$ cat config.mk
export PLATFORM = sky130hd
export DESIGN_NAME = linear_probe_hash_table
export DESIGN_NICKNAME = d
export VERILOG_FILES = /design/src/rtl/lpht_pkg.sv /design/src/rtl/lpht_home.sv /design/src/rtl/linear_probe_hash_table.sv
export SDC_FILE = /design/constraint.sdc
export NUM_CORES = 2
export LEC_CHECK = 0
export BUFFER_PORTS_ARGS = -buffer_cell sky130_fd_sc_hd__buf_2
export CAP_MARGIN = 20
export CORE_AREA = 2 2 429 431
export CTS_BUF_LIST = sky130_fd_sc_hd__clkbuf_4 sky130_fd_sc_hd__clkbuf_8 sky130_fd_sc_hd__clkbuf_16
export CTS_CLUSTER_SIZE = 10
export DETAILED_ROUTE_END_ITERATION = 16
export DIE_AREA = 0 0 431 433
export PLACE_DENSITY = 0.65
export SYNTH_ARGS = -nofsm -noshare
export SYNTH_HDL_FRONTEND = slang
export SYNTH_HIERARCHICAL = 1
export SYNTH_SLANG_ARGS = --single-unit
$ cat constraint.sdc
create_clock -name clk -period 7.15 [get_ports clk]
set_clock_uncertainty 0.05 [all_clocks]
set_input_delay 0.715 -clock clk [delete_from_list [all_inputs] [get_ports clk]]
set_output_delay 0.715 -clock clk [all_outputs]
set_load 0.01 [all_outputs]
$ cat src/rtl/lpht_pkg.sv
// ----------------------------------------------------------------------------
// lpht_pkg
// Shared codes and default sizes for the linear probing hash table.
// ----------------------------------------------------------------------------
package lpht_pkg;

  localparam int CAPACITY_DEFAULT   = 32;
  localparam int KEY_BITS_DEFAULT   = 32;
  localparam int VALUE_BITS_DEFAULT = 32;

  // request codes
  localparam logic [1:0] ACT_INSERT = 2'd0;
  localparam logic [1:0] ACT_DELETE = 2'd1;
  localparam logic [1:0] ACT_LOOKUP = 2'd2;
  localparam logic [1:0] ACT_UNUSED = 2'd3;

  // result codes
  localparam logic [1:0] RES_DONE    = 2'd0;
  localparam logic [1:0] RES_PRESENT = 2'd1;
  localparam logic [1:0] RES_MISSING = 2'd2;
  localparam logic [1:0] RES_FULL    = 2'd3;

  // slot states
  localparam logic [1:0] SLOT_EMPTY = 2'd0;
  localparam logic [1:0] SLOT_LIVE  = 2'd1;
  localparam logic [1:0] SLOT_TOMB  = 2'd2;

endpackage

$ cat src/rtl/lpht_home.sv
// ----------------------------------------------------------------------------
// lpht_home
// Home slot of a key: key modulo the table capacity. A power-of-two capacity, or a key
// narrower than the address, takes the low bits; otherwise the quotient comes from a
// multiply by the rounded-up reciprocal and the remainder is formed in the low address bits.
// ----------------------------------------------------------------------------
module lpht_home #(
  parameter int CAPACITY = 32,
  parameter int KEY_W    = 32
) (
  input  logic                        clk,
  input  logic                        rst,
  input  logic                        start,
  input  logic [KEY_W-1:0]            key,
  output logic                        done,
  output logic [$clog2(CAPACITY)-1:0] home
);

  localparam int AW = $clog2(CAPACITY);

  generate
    // a key narrower than the address is always below the capacity
    if (((CAPACITY & (CAPACITY - 1)) == 0) || (KEY_W < AW)) begin : g_mask
      always_ff @(posedge clk) begin
        if (rst) begin
          done <= 1'b0;
        end else begin
          done <= start;
        end
        if (start) begin
          home <= AW'(key);
        end
      end
    end else begin : g_recip
      localparam int SH = KEY_W + AW;
      localparam int QW = KEY_W + 1 - AW;
      // ceil(2^SH / CAPACITY) gives the exact quotient for every key
      localparam logic [63:0] RECIP_FULL =
        ((64'd1 << SH) + 64'(CAPACITY) - 64'd1) / 64'(CAPACITY);
      localparam logic [KEY_W:0] RECIP = RECIP_FULL[KEY_W:0];

      logic [2*KEY_W:0] prod;
      logic [QW-1:0]    quot;
      logic [AW-1:0]    key_lo;
      logic [AW-1:0]    qc_lo;

      assign prod = {{(KEY_W + 1){1'b0}}, key} * {{KEY_W{1'b0}}, RECIP};

      always_ff @(posedge clk) begin
        if (rst) begin
          done <= 1'b0;
        end else begin
          done <= start;
        end
        if (start) begin
          quot   <= prod[2*KEY_W:SH];
          key_lo <= AW'(key);
        end
      end

      // remainder fits in the address bits, so only the low bits are needed
      assign qc_lo = AW'(quot) * AW'(CAPACITY);
      assign home  = key_lo - qc_lo;
    end
  endgenerate

endmodule

$ cat src/rtl/linear_probe_hash_table.sv
// ----------------------------------------------------------------------------
// linear_probe_hash_table
// Open-addressing key/value table with linear probing; insert, delete, lookup.
// ----------------------------------------------------------------------------
// probe: the result beat follows once a slot ends the probe (a hit, an empty slot or
//   the last of up to CAPACITY slots probed)
// throughput: one request at a time, next beat taken the cycle after the result
//   is loaded; the slot memory read port probes one slot per cycle
// reset: after rst the slot memory is swept to empty, with s_axis_tready low
module linear_probe_hash_table #(
  parameter int CAPACITY   = lpht_pkg::CAPACITY_DEFAULT,
  parameter int KEY_BITS   = lpht_pkg::KEY_BITS_DEFAULT,
  parameter int VALUE_BITS = lpht_pkg::VALUE_BITS_DEFAULT
) (
  input  logic        clk,
  input  logic        rst,
  input  logic        s_axis_tvalid,
  output logic        s_axis_tready,
  input  logic [63:0] s_axis_tdata,   // key[31:0], value[63:32]
  input  logic [1:0]  s_axis_tuser,   // action[1:0]
  output logic        m_axis_tvalid,
  input  logic        m_axis_tready,
  output logic [39:0] m_axis_tdata,   // value_out[31:0], entry_count[37:32],
                                      // table_empty[38], zero[39]
  output logic [1:0]  m_axis_tuser    // status[1:0]
);

  localparam int AW   = $clog2(CAPACITY);
  localparam int KW   = (KEY_BITS < 32) ? KEY_BITS : 32;
  localparam int VW   = (VALUE_BITS < 32) ? VALUE_BITS : 32;
  localparam int MW   = 2 + KW + VW;
  localparam int CNTW = $clog2(CAPACITY + 1);

  localparam logic [2:0] ST_CLEAR  = 3'd0;
  localparam logic [2:0] ST_IDLE   = 3'd1;
  localparam logic [2:0] ST_HOME   = 3'd2;
  localparam logic [2:0] ST_PROBE  = 3'd3;
  localparam logic [2:0] ST_FINISH = 3'd4;

  logic [2:0]      state;
  logic [AW-1:0]   clr_addr;
  logic [1:0]      action_r;
  logic [KW-1:0]   key_r;
  logic [VW-1:0]   value_r;
  logic [CNTW-1:0] count;
  logic [CNTW-1:0] count_next;

  logic [AW-1:0]   probe_addr;
  logic [CNTW-1:0] n_issued;
  logic            chk_valid;
  logic [AW-1:0]   chk_addr;
  logic            chk_last;
  logic            found;
  logic [AW-1:0]   found_addr;
  logic [VW-1:0]   found_value;
  logic            free_valid;
  logic [AW-1:0]   free_addr;

  logic [MW-1:0]   mem [CAPACITY];
  logic [MW-1:0]   rd_data;
  logic            mem_we;
  logic [AW-1:0]   mem_waddr;
  logic [MW-1:0]   mem_wdata;

  logic            in_beat;
  logic            home_start;
  logic            home_done;
  logic [AW-1:0]   home;
  logic [KW-1:0]   key_in;

  logic [1:0]      rd_status;
  logic [KW-1:0]   rd_key;
  logic [VW-1:0]   rd_value;
  logic            hit_now;
  logic            empty_now;
  logic            tomb_now;
  logic            stop;
  logic [AW-1:0]   probe_addr_next;

  logic            out_free;
  logic [1:0]      res_status;
  logic [VW-1:0]   res_value;

  logic [31:0]     m_value;
  logic [1:0]      m_status;
  logic [5:0]      m_count;
  logic            m_empty;

  assign s_axis_tready = (state == ST_IDLE);
  assign in_beat       = s_axis_tvalid && s_axis_tready;
  assign key_in        = s_axis_tdata[KW-1:0];
  assign home_start    = in_beat && (s_axis_tuser != lpht_pkg::ACT_UNUSED);
  assign out_free      = !m_axis_tvalid || m_axis_tready;

  lpht_home #(
    .CAPACITY (CAPACITY),
    .KEY_W    (KW)
  ) u_home (
    .clk   (clk),
    .rst   (rst),
    .start (home_start),
    .key   (key_in),
    .done  (home_done),
    .home  (home)
  );

  // slot memory: {status, key, value}
  always_ff @(posedge clk) begin
    if (mem_we) begin
      mem[mem_waddr] <= mem_wdata;
    end
    rd_data <= mem[probe_addr];
  end

  assign rd_status = rd_data[MW-1 -: 2];
  assign rd_key    = rd_data[VW +: KW];
  assign rd_value  = rd_data[VW-1:0];

  assign hit_now   = chk_valid && rd_status == lpht_pkg::SLOT_LIVE && rd_key == key_r;
  assign empty_now = chk_valid && rd_status == lpht_pkg::SLOT_EMPTY;
  assign tomb_now  = chk_valid && rd_status == lpht_pkg::SLOT_TOMB;
  assign stop      = hit_now || empty_now || (chk_valid && chk_last);

  assign probe_addr_next = (probe_addr == AW'(CAPACITY - 1)) ? '0 : probe_addr + AW'(1);

  // write port and result selection
  always_comb begin
    mem_we     = 1'b0;
    mem_waddr  = clr_addr;
    mem_wdata  = {lpht_pkg::SLOT_EMPTY, {(KW + VW){1'b0}}};
    count_next = count;
    res_status = lpht_pkg::RES_MISSING;
    res_value  = '0;
    if (state == ST_CLEAR) begin
      mem_we = 1'b1;
    end else if (state == ST_FINISH) begin
      unique case (action_r)
        lpht_pkg::ACT_INSERT: begin
          if (found) begin
            res_status = lpht_pkg::RES_PRESENT;
          end else if (!free_valid) begin
            res_status = lpht_pkg::RES_FULL;
          end else begin
            mem_we     = out_free;
            mem_waddr  = free_addr;
            mem_wdata  = {lpht_pkg::SLOT_LIVE, key_r, value_r};
            count_next = count + CNTW'(1);
            res_status = lpht_pkg::RES_DONE;
          end
        end
        lpht_pkg::ACT_DELETE: begin
          if (found) begin
            mem_we     = out_free;
            mem_waddr  = found_addr;
            mem_wdata  = {lpht_pkg::SLOT_TOMB, key_r, found_value};
            count_next = (count != '0) ? count - CNTW'(1) : count;
            res_status = lpht_pkg::RES_DONE;
            res_value  = found_value;
          end
        end
        lpht_pkg::ACT_LOOKUP: begin
          if (found) begin
            res_status = lpht_pkg::RES_DONE;
            res_value  = found_value;
          end
        end
        default: begin
          res_status = lpht_pkg::RES_MISSING;
        end
      endcase
    end
  end

  always_ff @(posedge clk) begin
    if (rst) begin
      state         <= ST_CLEAR;
      clr_addr      <= '0;
      count         <= '0;
      chk_valid     <= 1'b0;
      m_axis_tvalid <= 1'b0;
    end else begin
      if (state == ST_FINISH && out_free) begin
        m_axis_tvalid <= 1'b1;
      end else if (m_axis_tready) begin
        m_axis_tvalid <= 1'b0;
      end
      unique case (state)
        ST_CLEAR: begin
          clr_addr <= clr_addr + AW'(1);
          if (clr_addr == AW'(CAPACITY - 1)) begin
            state <= ST_IDLE;
          end
        end
        ST_IDLE: begin
          if (in_beat) begin
            state <= home_start ? ST_HOME : ST_FINISH;
          end
        end
        ST_HOME: begin
          if (home_done) begin
            state <= ST_PROBE;
          end
        end
        ST_PROBE: begin
          if (stop) begin
            state     <= ST_FINISH;
            chk_valid <= 1'b0;
          end else begin
            chk_valid <= (n_issued != CNTW'(CAPACITY));
          end
        end
        ST_FINISH: begin
          if (out_free) begin
            count <= count_next;
            state <= ST_IDLE;
          end
        end
        default: begin
          state <= ST_IDLE;
        end
      endcase
    end
  end

  // request and probe payload
  always_ff @(posedge clk) begin
    if (in_beat) begin
      action_r <= s_axis_tuser;
      key_r    <= key_in;
      value_r  <= s_axis_tdata[32 +: VW];
      found    <= 1'b0;
    end
    if (state == ST_HOME && home_done) begin
      probe_addr <= home;
      n_issued   <= '0;
      free_valid <= 1'b0;
    end
    if (state == ST_PROBE) begin
      // first tombstone wins over the empty slot that ends the chain
      if ((tomb_now || empty_now) && !free_valid) begin
        free_valid <= 1'b1;
        free_addr  <= chk_addr;
      end
      if (hit_now) begin
        found       <= 1'b1;
        found_addr  <= chk_addr;
        found_value <= rd_value;
      end
      if (!stop && n_issued != CNTW'(CAPACITY)) begin
        chk_addr   <= probe_addr;
        chk_last   <= (n_issued == CNTW'(CAPACITY - 1));
        probe_addr <= probe_addr_next;
        n_issued   <= n_issued + CNTW'(1);
      end
    end
    if (state == ST_FINISH && out_free) begin
      m_value  <= 32'(res_value);
      m_status <= res_status;
      m_count  <= 6'(count_next);
      m_empty  <= (count_next == '0);
    end
  end

  assign m_axis_tdata = {1'b0, m_empty, m_count, m_value};
  assign m_axis_tuser = m_status;

endmodule
==> metrics.cfg <==
[detailed_routing]
drt_iter0_drc=5186
ant_nets=0
top_layer=met4
met1_length_um=89400
wl_per_cell_um=29.0
wirelength_um=220000
dr_wl_met2_um=110000
dr.pass1.iters=5
drcViolationCount=0
vias=46200
via_per_inst=6.09
wl_met3_um=14900

[global_routing]
grtUsageTotal_pct=23.6
antenna_found_initial=1
first_global_vias=46500
grt_start_max_net_pins=136
grt_pass1_wl_um=320000
grt-ovfl-total=0

[power]
max-vdd-ir-drop_mv=0.263
swShare_pct=19.3
p_int_mw=23.6
leakage_nw=36.5
pwr-share-clk_pct=46.0
p_switching_mw=5.65
power.density_mw_per_mm2=281
p_seq_share_pct=52.0
combPwrFrac_pct=2.0

[sta]
worst_pin_slew_ns=1.14
fin_tns_setup_ns=0
hold-worst-slack_ns=0.0488
fmax_mhz=219
setup_viol=0
setup_ws_ns=2.59
period_needed_ns=4.56
maxSlewViolCount=0
min_period_over_period_pct=63.7
hold_violations=0
rsz0062_at_grt=no
relSlewSlack_pct=24.1

[critical_path]
max_stage_delay_ns=0.72
arrival_ns=5.02
cp.depth=10
criticalPathCategory=register to register
cp.required_ns=7.61
cp_common_cell=buf_4
reg2reg_slack_ns=2.59
reg2regPathDepth=10
cp_cell_sequence=inv_1 -> ha_1 -> nor2_1 -> nor2_8 -> nand3_4 -> a22oi_1 -> nand3b_1 -> nor2_4 -> buf_4 -> buf_4
worst_setup_path_start_kind=register
critPathMaxFanout=36
critical_path.top_delay_family=simple AND/OR/NAND/NOR gates
crit_slowest_cell=nand3b_1
setup.worst_path.end_class=register
path_buf_inv=3

[floorplan]
die_area_mm2=0.187
num_rows=157
io_pins=114
start_util_pct=49.7
core_area_mm2=0.182
die_w_um=431
fp.dieH_um=433

[yosys]
synth-seq-area-share_pct=77.6
ys.warnings.count=6
syn-instance-count=4686
yosys_register_bits=2368
async_reset_ff_share_pct=0
syn-cell-area_mm2=0.0904
syn_area_per_cell_um2=19.3
yosys_most_used_dff=edfxtp_1
synth_edf_count=2272
syn_nets=4768
synthDistinctLibCells=58

[clock_tree]
hold_buffers=58
clock-sinks=2368
clk_pin_slew_ns=0.05
cts-resized-gates=0
h-tree-depth=5
cts_buffers=289
cts_tree=done
post_cts_buffers=0
clk_latency_ns=0.92
clk_path_buf_depth=4
cts-root-buf=clkbuf_16

[finish]
final_nets=5110
diodes=0
drive_above_1_share_pct=23.1
stdcell_count=7582
area_growth_pct=15.2

[placement]
numPortBuffers=112
gp_congestion=0.781
dpl.cell_count=7048
dp_hpwl_um=113000
dp_slack_ns=2.68

[min_path]
hold_depth=1
hp-class=primary input to register

[outcome]
status=finished, final reports clean

[run]
maxCapViolations=0

-- per-layer routing --
layer,vias up,global-route usage (%)
met5,-,0
met3,384,3.75
met2,1822,39.5
met1,24300,32.1
li1,19700,-
met4,0,7.08
-- kinds of logic (layout without fill, tap and decap cells) --
kind of cell | count (synthesis) | in the layout | synth area share [%]
buffers and inverters | 271 | 782 | 1.28
other | 1 | 1 | 0.00415
xor gates and xnor gates | 36 | 36 | 0.349
DFF | 2368 | 2368 | 77.6
muxes | 794 | 794 | 13.2
and+or+nand+nor | 526 | 526 | 2.64
adders and majority gates | 12 | 12 | 0.166
AOI/OAI and AO/OA | 678 | 678 | 4.78
-- sequential cells by signal (all words and copies together) (netlist names), 2 cells and up --
register      flops
found_addr        5
n_issued          6
clr_addr          5
state             3
mem            2112
m_value          32
chk_addr          5
u_home/home       5
rd_data          66
value_r          32
found_value      32
free_addr         5
m_axis_tuser      2
action_r          2
key_r            32
count             6
m_count           6
probe_addr        5
-- layout make-up --
| class | count | area [um^2] |
|---|---|---|
| timing repair buffer | 309 | 2810 |
| multi-input combinational | 2047 | 19400 |
| tap | 2385 | 2980 |
| clock buffer | 451 | 8600 |
| fill | 13300 | 78000 |
| sequential | 2368 | 70200 |
| inverter | 13 | 51.3 |
| clock inverter | 9 | 110 |
-- power by group through the flow --
stage | registers [mW] | logic [mW] | clock network (mW)
floorplan | 15.5 | 0.347 | 0
global placement | 15.5 | 0.575 | 0
detailed placement | 15.5 | 0.577 | 0
CTS | 15.2 | 0.604 | 13.7
global route | 15.2 | 0.635 | 14.2
finish | 15.2 | 0.598 | 13.5
-- synth_stat cells, types with 13 or more instances --
cell type	n	share of area [%]
a21oi_1	189	1.0
a22oi_1	37	0.31
and2_1	70	0.48
buf_1	32	0.13
buf_2	94	0.52
clkbuf_1	127	0.53
dfxtp_1	96	2.1
edfxtp_1	2272	75
mux2_2	123	1.5
mux2i_1	363	4.0
mux4_2	307	7.6
nand2_1	277	1.1
nand4_1	14	0.097
nor2_1	101	0.42
nor3_1	13	0.072
o21ai_0	186	1.0
o221ai_1	173	1.7
o22ai_1	62	0.43
xnor2_1	30	0.29
-- final timing paths --
kind / from / endpoint
setup / recovery: action_r[1] / mem[16][30]
hold / removal: s_axis_tdata[6] / key_r[6]
setup reg to reg: action_r[1] / mem[16][30]
hold reg to reg: rd_data[6] / found_value[6]
-- through the flow --
stage | total power [mW] | util (%) | instance area, um^2
after global routing | 30.1 | 57.2 | 104000
after detailed placement | 16.1 | 51.9 | 94500
final | 29.3 | 57.2 | 104000
after CTS | 29.5 | 57.0 | 104000
after global placement | 16.1 | 51.9 | 94500
after floorplan | 15.8 | - | 90400
-- layout by cell type (no fill, tap or decap), types with 14 or more instances in the layout --
master | synthesis | routed
xnor2_1 | 30 | 30
clkbuf_16 | 0 | 298
mux4_2 | 307 | 307
edfxtp_1 | 2272 | 2272
nand2_1 | 277 | 275
mux2_2 | 123 | 123
a21oi_1 | 189 | 188
dfxtp_1 | 96 | 91
nor2_1 | 101 | 63
and2_1 | 70 | 67
nand4_1 | 14 | 14
buf_2 | 94 | 112
dlygate4sd3_1 | 0 | 58
buf_12 | 0 | 34
o21ai_0 | 186 | 186
mux2i_1 | 363 | 363
clkbuf_4 | 0 | 152
a22oi_1 | 37 | 37
buf_4 | 5 | 89
nor2_4 | 0 | 34
o22ai_1 | 62 | 62
o221ai_1 | 173 | 173
No activity file was read; power rests on OpenSTA's default activity.
